--- src/sv/stiff_string_fdtd_step_assert.svh ---
// Assertion macros shared by the string step block.
`ifndef STIFF_STRING_FDTD_STEP_ASSERT_SVH
`define STIFF_STRING_FDTD_STEP_ASSERT_SVH

`ifndef ASSERT_OFF
// Checked while out of reset.
`define SSFD_ASSERT(label, prop, msg) \
  label: assert property (@(posedge clk) disable iff (rst) (prop)) else $error(msg);
// Checked at every edge, reset included.
`define SSFD_ASSERT_ALWAYS(label, prop, msg) \
  label: assert property (@(posedge clk) (prop)) else $error(msg);
`else
`define SSFD_ASSERT(label, prop, msg)
`define SSFD_ASSERT_ALWAYS(label, prop, msg)
`endif

`endif

--- src/sv/ssfd_pkg.sv ---
package ssfd_pkg;

  localparam int MAX_POINTS = 256;
  localparam int ADDR_W     = $clog2(MAX_POINTS);
  localparam int SAMPLE_W   = 32;
  localparam int COEF_W     = 32;
  localparam int FRAC_BITS  = 28;
  localparam int PROD_W     = SAMPLE_W + COEF_W;
  localparam int SUM_W      = PROD_W + 3;
  localparam int POS_W      = 16;
  localparam int CFG_W      = 32;
  localparam int CFG_IDX_W  = 3;
  localparam int MIN_N      = 4;

  typedef enum logic [CFG_IDX_W-1:0] {
    REG_COEF_CENTER      = 3'd0,
    REG_COEF_NEAR        = 3'd1,
    REG_COEF_FAR         = 3'd2,
    REG_COEF_PREV_CENTER = 3'd3,
    REG_COEF_PREV_NEAR   = 3'd4,
    REG_COEF_EDGE_CENTER = 3'd5,
    REG_POINT_COUNT      = 3'd6
  } cfg_reg_t;

  typedef enum logic {
    CMD_STEP   = 1'b0,
    CMD_EXCITE = 1'b1
  } item_cmd_t;

  typedef enum logic [2:0] {
    ST_CLEAR,
    ST_IDLE,
    ST_EXCITE,
    ST_ISSUE,
    ST_DRAIN,
    ST_DELIVER
  } ctrl_state_t;

  typedef struct packed {
    logic              clear_we;
    logic [ADDR_W-1:0] clear_addr;
    logic              latch;
    logic              start;
    logic              excite_we;
    logic              issue;
    logic [ADDR_W:0]   issue_k;
    logic              load_out;
    logic              rotate;
  } dp_cmd_t;

  typedef struct packed {
    logic              busy;
    logic [ADDR_W-1:0] n;
  } dp_stat_t;

endpackage

--- src/sv/ssfd_ctrl.sv ---
module ssfd_ctrl (
  input  logic              clk,
  input  logic              rst,
  input  logic              in_valid,
  input  logic              in_command,
  output logic              in_ready,
  input  logic              out_ready,
  output logic              out_valid,
  input  ssfd_pkg::dp_stat_t stat,
  output ssfd_pkg::dp_cmd_t  cmd
);
  import ssfd_pkg::*;

  ctrl_state_t       state, state_next;
  logic [ADDR_W-1:0] clear_cnt, clear_cnt_next;
  logic [ADDR_W:0]   k, k_next;
  logic              accept;
  logic              out_free;
  logic [ADDR_W:0]   k_last;

  assign accept   = in_valid && in_ready;
  assign out_free = !out_valid || out_ready;
  // Two points past N so that the far end point also reaches the write stage.
  assign k_last   = {1'b0, stat.n} + (ADDR_W+1)'(2);

  always_comb begin
    state_next = state;
    unique case (state)
      ST_CLEAR: begin
        if (clear_cnt == ADDR_W'(MAX_POINTS - 1)) state_next = ST_IDLE;
      end
      ST_IDLE: begin
        if (accept) state_next = (in_command == CMD_EXCITE) ? ST_EXCITE : ST_ISSUE;
      end
      ST_EXCITE:  state_next = ST_IDLE;
      ST_ISSUE: begin
        if (k == k_last) state_next = ST_DRAIN;
      end
      ST_DRAIN: begin
        if (!stat.busy) state_next = ST_DELIVER;
      end
      ST_DELIVER: begin
        if (out_free) state_next = ST_IDLE;
      end
      default: state_next = ST_CLEAR;
    endcase
  end

  always_comb begin
    cmd            = '0;
    in_ready       = 1'b0;
    clear_cnt_next = clear_cnt;
    k_next         = k;
    cmd.clear_addr = clear_cnt;
    cmd.issue_k    = k;
    unique case (state)
      ST_CLEAR: begin
        cmd.clear_we   = 1'b1;
        clear_cnt_next = clear_cnt + ADDR_W'(1);
      end
      ST_IDLE: begin
        in_ready  = 1'b1;
        cmd.latch = accept;
        cmd.start = accept && (in_command == CMD_STEP);
        k_next    = '0;
      end
      ST_EXCITE: cmd.excite_we = 1'b1;
      ST_ISSUE: begin
        cmd.issue = 1'b1;
        k_next    = k + (ADDR_W+1)'(1);
      end
      ST_DRAIN: ;
      ST_DELIVER: begin
        cmd.load_out = out_free;
        cmd.rotate   = out_free;
      end
      default: ;
    endcase
  end

  always_ff @(posedge clk) begin
    if (rst) begin
      state     <= ST_CLEAR;
      clear_cnt <= '0;
      k         <= '0;
      out_valid <= 1'b0;
    end else begin
      state     <= state_next;
      clear_cnt <= clear_cnt_next;
      k         <= k_next;
      if (cmd.load_out) begin
        out_valid <= 1'b1;
      end else if (out_ready) begin
        out_valid <= 1'b0;
      end
    end
  end
endmodule

--- config.mk ---
export PLATFORM = sky130hd
export DESIGN_NAME = ssfd_ctrl
export DESIGN_NICKNAME = d
export VERILOG_FILES = /design/src/sv/stiff_string_fdtd_step_assert.svh /design/src/sv/ssfd_pkg.sv /design/src/sv/ssfd_ctrl.sv
export SDC_FILE = /design/constraint.sdc
export NUM_CORES = 1
export LEC_CHECK = 0
export ABC_AREA = 1
export BUFFER_PORTS_ARGS = -buffer_cell sky130_fd_sc_hd__clkbuf_2
export CAP_MARGIN = 20
export CORE_MARGIN = 3
export CORE_UTILIZATION = 57
export CTS_BUF_LIST = sky130_fd_sc_hd__clkbuf_4 sky130_fd_sc_hd__clkbuf_8
export DETAILED_ROUTE_END_ITERATION = 8
export GPL_ROUTABILITY_DRIVEN = 0
export PLACE_DENSITY_LB_ADDON = 0.3
export SYNTH_ARGS = -nofsm -noshare
export SYNTH_HDL_FRONTEND = slang
export SYNTH_SLANG_ARGS = --single-unit
--- constraint.sdc ---
create_clock -name clk -period 3.2 [get_ports clk]
set_input_delay 0 -clock clk [delete_from_list [all_inputs] [get_ports clk]]
set_output_delay 0 -clock clk [all_outputs]
set_load 0.05 [all_outputs]
Word-level counts from Yosys, hierarchy flattened:

Cells that the tools add are included.

* input port bits: 14
* word-level logic and storage cells: 44
* output and inout bits: 26
* register bits: 21

* eq/ne operators: 12
* muxes and demuxes: 16
* reductions and logical operators: 8
* add/sub/neg operators: 3
* bitwise operators: 1

Operator list (count)
* 3-bit case mux with 6 select lines: 1
* 9-bit case mux with 2 select lines: 1
* 3-bit two-way mux: 5
* 2-bit inequality test, second input constant: 5
* 8-bit by 2-bit adder with 9-bit output, second input constant: 1
* 9-bit by 1-bit adder with 9-bit output, second input constant: 1
* 9-bit equality test: 1
* 8-bit by 1-bit adder with 8-bit output, second input constant: 1
* 8-bit equality test, second input constant: 1
* 1-bit two-way mux: 7
* 3-bit by 2-bit equality test with 1-bit output, second input constant: 2
* 3-bit equality test, second input constant: 2
* 5-bit AND reduction: 1
* 2-bit two-way mux: 2
* 2-bit nonzero test: 2
* 3-bit by 1-bit equality test with 1-bit output, second input constant: 1
* 3-bit zero test: 1
* 1-bit logical AND: 2
* 1-bit zero test: 1
* 1-bit logical OR: 1
* 1-bit NOT: 1

Longest topological paths before layout:

Gate-level depths: netlist of the first run.

* word-level depth: 5
* mapped depth: 13

Worst setup path after synthesis of the first run:

OpenSTA, ideal clock, no wires.

* kind: register to output
* start: reg state[0]
* end: out cmd[13] in the netlist's numbering
* required time: 3200 ps
* path buffers: 0
* path slack: 933 ps
* arrival: 2267 ps
* cell stages (with the launch flop): 9
* path through: dfxtp_1 > inv_2 > nor2_4 > inv_2 > nor2_4 > inv_2 > nor2_2 > inv_2 > nor2_1

RTL lines
* start: declaration: line ssfd_ctrl.sv:14 `ctrl_state_t state, state_next;`
* start signal: assignment: line ssfd_ctrl.sv:88 `state <= state_next;`
* end: declaration: line ssfd_ctrl.sv:10 `output ssfd_pkg::dp_cmd_t cmd`

==> results.cfg, run 1 <==
[sta]
slew_headroom_pct = 73.8
fin_ws_ns = 1.36
drv_slew = 0
setup_viol = 0
fin_skew_ns = 0.00781
tightest_slew_ns = 0.391
timing.fmax_mhz = 544
period_needed_ns = 1.84
setup_tns_ns = 0
finalHoldViolations = 0
rsz0062_at_grt = false
fin_crit_sh_pct = 57.5

[synthesis]
yosys_warnings = 0
synthCells = 201
synth-async-reset-ratio_pct = 0
syn_avg_cell_area_um2 = 6.69
synth.distinct_cells = 32
synth_xor_area_share_pct = 3.91
synth_compound_area_share_pct = 12.1
synth_fa_ha_area_share_pct = 2.79
synth_top_family_by_area = simple AND/OR/NAND/NOR gates
synth_edf_count = 0
synth_ff_type = dfxtp_1
yosysSeqAreaShare_pct = 31.3
netlist_area_mm2 = 0.00135
muxShareOfSynthArea_pct = 0
synth_nets = 218
synth-simple-area-share_pct = 40.5
synth_seq_cells = 21

[grt]
grt_first_pass_wirelength_um = 4850
antenna_found_initial = 0
grt_max_degree = 12
grt_pass1_vias = 1224
gr-usage-all-layers_pct = 22.1
gr-total-overflow = 0

[layout]
fillCellCount = 187
layoutNonFillerInstCount = 270
final_cell_area_mm2 = 0.00160
num_antenna_cells = 0
drive_gt1_share_pct = 27.6
nNetsFinal = 261
finish.utilization_pct = 76.3
syn_to_final_growth_pct = 19.2

[setup_path]
arrival_ns = 1.84
end_kind = output port
crit_buf_inv = 5
cp.required_ns = 3.20
slowest_stage = dfxtp_1
max_stage_delay_ns = 0.48
critical-path-top-cell-by-count = inv_2
critPathKind = reg -> out
start_kind = flop
crit_path_cell_trace = inv_2 -> nor2_4 -> inv_2 -> nor2_4 -> inv_2 -> nor2_2 -> inv_2 -> nor2_1 -> clkbuf_2
crit_family = buffers and inverters
crit_fanout = 8

[route]
detail-route-antenna-nets = 0
wl_per_cell_um = 11.0
remaining_drc_errors = 0
vias_per_cell = 5.12
dr.pass1.iters = 4
drt-initial-drc-count = 26
wl_um = 2970
vias = 1383

[clock_network]
cts_buffer_depth = 2
cts_setup_buffers = 0
clk_pin_slew_ns = 0.11
htreeDepth = 1
cts_tree = done
clock_latency_ns = 0.29
numCtsBuffers = 3
clock-root-buffer = clkbuf_4
cts.sinks = 21

[worst_hold_path]
hp-class = in -> reg

[placed_design]
dp_slack_ns = 1.67
port_buffers = 39
place_area_mm2 = 0.00156
hpwl_um = 2310
placedCellCount = 265

[die]
num_rows = 16
die_x_um = 54.6
core_region_area_mm2 = 0.00210
die_area_mm2 = 0.00298
die-height_um = 54.6
start_util_pct = 64.0
io_pins = 40

[outcome]
status = completed

[power_and_ir_drop]
vdd_drop_max_mv = 0.542
p_per_area_mw_per_mm2 = 530
p_leak_nw = 0.764

[flow_run]
max_cap_viol_count = 0
area by class of cell:
class | instances | area [um^2] | share of cell area [%]
Multi-Input combinational cell | 147 | 797 | 49.7
Sequential cell | 21 | 420 | 26.2
Timing Repair Buffer | 40 | 205 | 12.8
Inverter | 31 | 116 | 7.26
Tap cell | 27 | 33.8 | 2.11
Clock buffer | 4 | 30.0 | 1.87
where the power goes:
group | leakage (nW) | internal [mW] | switching [mW]
sequential | 0.170 | 0.288 | 0.0344
clock | 0.0184 | 0.0569 | 0.0727
combinational | 0.576 | 0.0991 | 0.299
total | 0.764 | 0.443 | 0.406
Yosys cell counts (2+ instances only):
cell type,n,area (um^2)
o21ai_0,6,30.0
inv_1,23,86.3
dfxtp_1,21,420
nor2_4,3,33.8
inv_2,8,30.0
nor3b_2,2,25.0
nor2_1,23,86.3
xnor2_1,3,26.3
or2_2,2,12.5
nand2_1,53,199
nor2_2,2,12.5
a31oi_1,2,12.5
nand3_1,11,55.1
a221oi_1,2,17.5
nand4_1,3,18.8
a21oi_1,11,55.1
nor3_1,4,20.0
nor3_2,4,40.0
ha_1,3,37.5
xor2_1,3,26.3
metrics by stage:
step                hold slack [ns]  total power, mW
floorplan                     0.176            0.638
global placement              0.294            0.713
detailed placement            0.297            0.721
CTS                          0.0372            0.854
global route                 0.0319            0.906
finish                       0.0323            0.850
metal layers:
layer,part of all wire [%],track usage [%],routed length (um),vias up
met2,51,40.8,1520,30
met1,44,24.9,1290,617
met4,0.61,9.54,18,0
met5,0,0,0,-
met3,4.5,3.27,132,2
li1,-,-,-,734
logic make-up after synthesis:
group,after synthesis
XOR/XNOR,6
AO/OA/AOI/OAI,27
buffers and inverters,33
adder cells (fa/ha/maj),3
AND/OR/NAND/NOR,111
flip-flops,21
layout by cell type, fill, tap and decap left out, types with 6 or more instances in the layout:
| master | synthesis | final |
|---|---|---|
| o21ai_0 | 6 | 6 |
| dfxtp_1 | 21 | 21 |
| a21oi_1 | 11 | 11 |
| nand2_1 | 53 | 53 |
| clkbuf_2 | 0 | 39 |
| nor2_1 | 23 | 23 |
| inv_1 | 23 | 23 |
| inv_2 | 8 | 8 |
| nand3_1 | 11 | 11 |
flip-flops by register name (all words and copies together) (netlist names):
signal / cells
out_valid: 1
clear_cnt: 8
state: 3
k: 9
repair_timing:
item	in CTS	in global routing
hold endpoints to repair	1	0
hold buffers	1	0
gates resized for setup	0	0
path summary, 6_finish.rpt:
| check | start | to | slack, ns | cells after the start |
|---|---|---|---|---|
| worst max-delay path | state[0]$_SDFFE_PP0P_ | cmd[13] | 1.36 | 9 |
| worst max register to register | k[0]$_SDFFE_PP0N_ | k[8]$_SDFFE_PP0N_ | 1.64 | 8 |
| worst min-delay path | rst | out_valid$_SDFFE_PP0P_ | 0.03 | 2 |
| worst min register to register | clear_cnt[0]$_SDFFE_PP0P_ | clear_cnt[0]$_SDFFE_PP0P_ | 0.52 | 2 |
Power figures use the tool's default switching activity.
==> run 2: changes to the inputs <==
CORE_UTILIZATION = 48   (was 57)
clock period = 1.54 ns   (was 3.2 ns; I/O delays follow)
==> run 2 against run 1 <==
Compared with the run above:
- sequential power grew 110%
- clock skew decreased by 0.0047 ns
- hold slack got worse by 0.014 ns
- combinational power up 140%
- final cell count increased by 4.1%
- total power rose by 130%
- die area grew 17%
- largest cell class unchanged
- critical path depth down 1
==> results.cfg, run 2 (synthesis gave the netlist of run 1 again) <==
[die]
num_rows = 18
die_area_mm2 = 0.00347
die-height_um = 58.9
die_x_um = 58.9
core_region_area_mm2 = 0.00257
io_pins = 40
start_util_pct = 52.4

[outcome]
status = completed

[route]
detail-route-antenna-nets = 0
wl_per_cell_um = 11.1
remaining_drc_errors = 0
wl_um = 3110
dr.pass1.iters = 4
drt-initial-drc-count = 64
vias_per_cell = 5.16
vias = 1450

[layout]
final_cell_mix = 53 x nand2_1, 35 x clkbuf_2, 23 x inv_1, 19 x nor2_1, 11 x a21oi_1
nNetsFinal = 269
layoutNonFillerInstCount = 281
num_antenna_cells = 0
finish.utilization_pct = 68.3
largest_reg_flops = 9
reg.largest.list = k (9), clear_cnt (8), state (3)
syn_to_final_growth_pct = 30.4
drive_gt1_share_pct = 37.5
layout_commonest_cell = nand2_1
regMostFlops = k

[setup_path]
r2r_slack_ns = 0.10
end_kind = output port
crit_fanout = 8
critPathKind = reg -> out
cp.required_ns = 1.54
start_kind = flop
r2r-start = state[0]$_SDFFE_PP0P_
reg2reg_depth = 6
arrival_ns = 1.50
r2r_end = clear_cnt[7]$_SDFFE_PP0P_

[sta]
finalHoldViolations = 0
fin_skew_ns = 0.00307
timing.fmax_mhz = 669
period_needed_ns = 1.50
tightest_slew_ns = 0.288
drv_slew = 0
rsz0062_at_grt = true
slew_headroom_pct = 80.7
setup_viol = 0
fin_crit_sh_pct = 97.1
fin_hold_ws_ns = 0.0182

[clock_network]
cts_buffer_depth = 2
cts_tree = done
cts.sinks = 21
clock-root-buffer = clkbuf_4
numCtsBuffers = 3
htreeDepth = 1
clock_latency_ns = 0.30
clk_pin_slew_ns = 0.12

[placed_design]
port_buffers = 39
hpwl_um = 2360
placedCellCount = 269

[grt]
grt_max_degree = 12
gr-total-overflow = 0
grt_pass1_vias = 1276
grt_first_pass_wirelength_um = 5190
gr-usage-all-layers_pct = 19.1
antenna_found_initial = 0

[worst_hold_path]
hp-class = in -> reg
min_path_cells = 2
holdPathEnd = state[1]$_SDFFE_PP0P_
hold_path_startpoint = rst

[flow_run]
max_cap_viol_count = 0

[power_and_ir_drop]
p_per_area_mw_per_mm2 = 1090
p_leak_nw = 0.817
vdd_drop_max_mv = 0.809
total_power_mw = 1.92
==> run 2: metrics by stage <==
| step | setup slack [ns] | setup TNS, ns | instance area, um^2 |
|---|---|---|---|
| 6_report | 0.0447 | 0 | 1750 |
| 5_1_grt | -0.0418 | -0.0834 | 1750 |
| 4_1_cts | 0.00351 | 0 | 1690 |
| 3_5_place_dp | 0.102 | 0 | 1620 |
| 3_3_place_gp | 0.103 | 0 | 1620 |
| 2_1_floorplan | -0.208 | -0.607 | 1390 |
==> run 2: timing repair <==
| action | 4_1_cts | 5_1_grt |
|---|---|---|
| setup buffers | 3 | 4 |
| cloned | 0 | 0 |
| endpoints found under the setup margin | 2 | 8 |
| endpoints found under the hold margin | 1 | 0 |
| hold buffers | 1 | 0 |
| resized for setup | 3 | 14 |
| pin swaps | 2 | 3 |
==> run 2: worst max path at each step <==
| stage | from | to | slack, ns |
|---|---|---|---|
| after floorplan | state[0]$_SDFFE_PP0P_ | cmd[13] | -0.21 |
| after global placement | state[1]$_SDFFE_PP0P_ | state[0]$_SDFFE_PP0P_ | 0.10 |
| after detailed placement | state[1]$_SDFFE_PP0P_ | state[0]$_SDFFE_PP0P_ | 0.10 |
| after CTS | state[0]$_SDFFE_PP0P_ | cmd[13] | 0.004 |
| after global routing | state[0]$_SDFFE_PP0P_ | cmd[13] | -0.04 |
| final | state[2]$_SDFFE_PP0P_ | cmd[13] | 0.04 |
==> run 2: routing by layer <==
| layer | share of wire [%] | global-route usage, % | wire, um | vias up |
|---|---|---|---|---|
| met4 | 1.7 | 9.39 | 53 | 0 |
| met2 | 49 | 33.6 | 1540 | 45 |
| met5 | 0 | 0 | 0 | - |
| li1 | - | - | - | 750 |
| met1 | 43 | 22.6 | 1350 | 649 |
| met3 | 5.4 | 2.41 | 169 | 6 |
==> run 2: final cells by class <==
| type | count | area [um^2] |
|---|---|---|
| Timing Repair Buffer | 48 | 275 |
| Tap cell | 30 | 37.5 |
| Multi-Input combinational cell | 147 | 841 |
| Clock buffer | 4 | 30.0 |
| Sequential cell | 21 | 447 |
| Fill cell | 236 | 813 |
| Inverter | 31 | 124 |
==> run 2: power by group <==
part / internal [mW] / leakage, nW / switching (mW)
sequential: 0.610 / 0.177 / 0.0682
clock: 0.118 / 0.0184 / 0.166
combinational: 0.287 / 0.621 / 0.665
total: 1.02 / 0.817 / 0.900
==> run 2: worst max-delay path, cell delays in order (launching register included) <==
cell and delay (ns):
dfxtp_4 0.39, nor2_4 0.16, inv_6 0.08, nor2_4 0.10, inv_2 0.06, nor2_4 0.10
inv_2 0.05, nor2_4 0.11, buf_8 0.15
==> run 3: changes to the inputs <==
CORE_UTILIZATION = 40   (was 48)
==> run 3 against run 2 <==
Compared with the run above:
- critical path depth shrank 3
- combinational power shrank 0.7%
- final cell count grew 4.3%
==> results.cfg, run 3 (synthesis gave the netlist of run 1 again) <==
[layout]
fillCellCount = 312
reg.largest.list = k (9), clear_cnt (8), state (3)
largest_reg_flops = 9
final_cell_mix = 53 x nand2_1, 37 x clkbuf_2, 23 x inv_1, 19 x nor2_1
drive_gt1_share_pct = 36.9
num_antenna_cells = 0
nNetsFinal = 267
regMostFlops = k
syn_to_final_growth_pct = 29.5
layout_commonest_cell = nand2_1

[die]
die_x_um = 64.0
die_area_mm2 = 0.00409
io_pins = 40
die-height_um = 64.0
num_rows = 20
core_region_area_mm2 = 0.00313
start_util_pct = 43.0

[route]
detail-route-antenna-nets = 0
drt-initial-drc-count = 52
wl_um = 3040
wl_per_cell_um = 10.4
vias = 1379
dr.pass1.iters = 4
vias_per_cell = 4.71
remaining_drc_errors = 0

[setup_path]
crit_family = buffers and inverters
r2r-start = state[0]$_SDFFE_PP0P_
arrival_ns = 1.46
crit_path_cell_trace = buf_4 -> nand3_1 -> buf_4 -> nor2_2 -> clkbuf_2
r2r_end = clear_cnt[4]$_SDFFE_PP0P_
reg2reg_depth = 6
slowest_stage = dfxtp_4
r2r_slack_ns = 0.16
cp.required_ns = 1.54
crit_buf_inv = 3
critPathKind = reg -> out
end_kind = output port
critical-path-top-cell-by-count = buf_4
max_stage_delay_ns = 0.38
crit_fanout = 5
start_kind = flop
cp.depth = 5

[clock_network]
clock_latency_ns = 0.31
clk_pin_slew_ns = 0.12
numCtsBuffers = 3
cts.sinks = 21
cts_tree = done
clock-root-buffer = clkbuf_4
htreeDepth = 1
cts_buffer_depth = 2

[worst_hold_path]
holdPathEnd = out_valid$_SDFFE_PP0P_
min_path_cells = 2
hold_path_startpoint = rst
hp-class = in -> reg

[sta]
finalHoldViolations = 0
drv_slew = 0
fin_skew_ns = 0.0104
timing.fmax_mhz = 686
period_needed_ns = 1.46
tightest_slew_ns = 0.291
fin_crit_sh_pct = 94.7
setup_viol = 0
fin_ws_ns = 0.0819
slew_headroom_pct = 80.6
rsz0062_at_grt = true
setup_tns_ns = 0

[grt]
antenna_found_initial = 0
gr-usage-all-layers_pct = 16.4
grt_pass1_vias = 1264
busiest_layer = met2
use_met2_pct = 26.6
met3_usage_pct = 2.28
gr-total-overflow = 0
grtUsageMet1_pct = 21.8
grt_first_pass_wirelength_um = 5460
grt_max_degree = 12

[power_and_ir_drop]
vdd_drop_max_mv = 0.741
internal_power_mw = 1.02
p_leak_nw = 0.801
netSwitchingFraction_pct = 46.4
p_per_area_mw_per_mm2 = 1100
switchingPower_uw = 886
p_comb_share_pct = 49.5
clkPwrFrac_pct = 14.9
pwr-share-seq_pct = 35.5

[placed_design]
port_buffers = 39
hpwl_um = 2380
dp_slack_ns = 0.105

[outcome]
status = completed

[flow_run]
max_cap_viol_count = 0
-- run 3: final cells by class --
type                    instances  area, um^2  area share (%)
repair buffers                 46         260            14.9
inverters                      31         121            6.97
well taps                      44        55.1            3.16
clock buffers                   4        30.0            1.72
multi-input cells             147         828            47.6
flip-flops and latches         21         447            25.6
-- run 3: worst max-delay path by stage --
stage                              start                     to  slack [ns]
3_3_place_gp       state[2]$_SDFFE_PP0P_  state[0]$_SDFFE_PP0P_        0.11
4_1_cts            state[1]$_SDFFE_PP0P_                cmd[11]        0.02
5_1_grt        clear_cnt[1]$_SDFFE_PP0P_  state[0]$_SDFFE_PP0P_     0.00004
2_1_floorplan      state[0]$_SDFFE_PP0P_                cmd[13]       -0.21
3_5_place_dp       state[2]$_SDFFE_PP0P_  state[0]$_SDFFE_PP0P_        0.11
6_report           state[0]$_SDFFE_PP0P_                 cmd[0]        0.08
-- run 3: what timing repair did --
| item | in CTS | in global routing |
|---|---|---|
| resized for setup | 3 | 10 |
| hold buffers | 1 | 0 |
| setup buffers | 4 | 1 |
| endpoints found under the hold margin | 1 | 0 |
| setup endpoints to repair | 3 | 8 |
| pin swaps | 2 | 3 |
-- run 3: stage by stage --
step           hold WS [ns]  cells  area (um^2)  total power [mW]  utilization [%]
2_1_floorplan        0.0534    201         1390              1.38                -
3_3_place_gp          0.301    283         1640              1.55             52.4
3_5_place_dp          0.304    283         1640              1.55             52.4
4_1_cts              0.0115    292         1720              1.92             54.9
5_1_grt              0.0233    293         1740              2.06             55.7
6_report             0.0168    293         1740              1.91             55.7
-- run 3: per-layer routing --
| metal | wire length, um | up-vias | share of wire [%] |
|---|---|---|---|
| met2 | 1450 | 28 | 48 |
| met1 | 1400 | 599 | 46 |
| met3 | 144 | 4 | 4.7 |
| met5 | 0 | - | 0 |
| met4 | 45 | 0 | 1.5 |
| li1 | - | 748 | - |
-- run 3: power by group through the flow --
stage	Clock, mW	Combinational (mW)	Sequential (mW)
after global placement	0	0.853	0.697
after CTS	0.307	0.936	0.674
final	0.285	0.945	0.678
after detailed placement	0	0.856	0.699
after global routing	0.325	1.05	0.689
after floorplan	0	0.581	0.796
-- run 3: worst register-to-register path: stages (launching register included) --
cell and delay [ns]:
dfxtp_4 0.37, buf_4 0.15, nor3_4 0.22, inv_2 0.11, nor3_2 0.18, and3_1 0.20, nor3_2 0.04
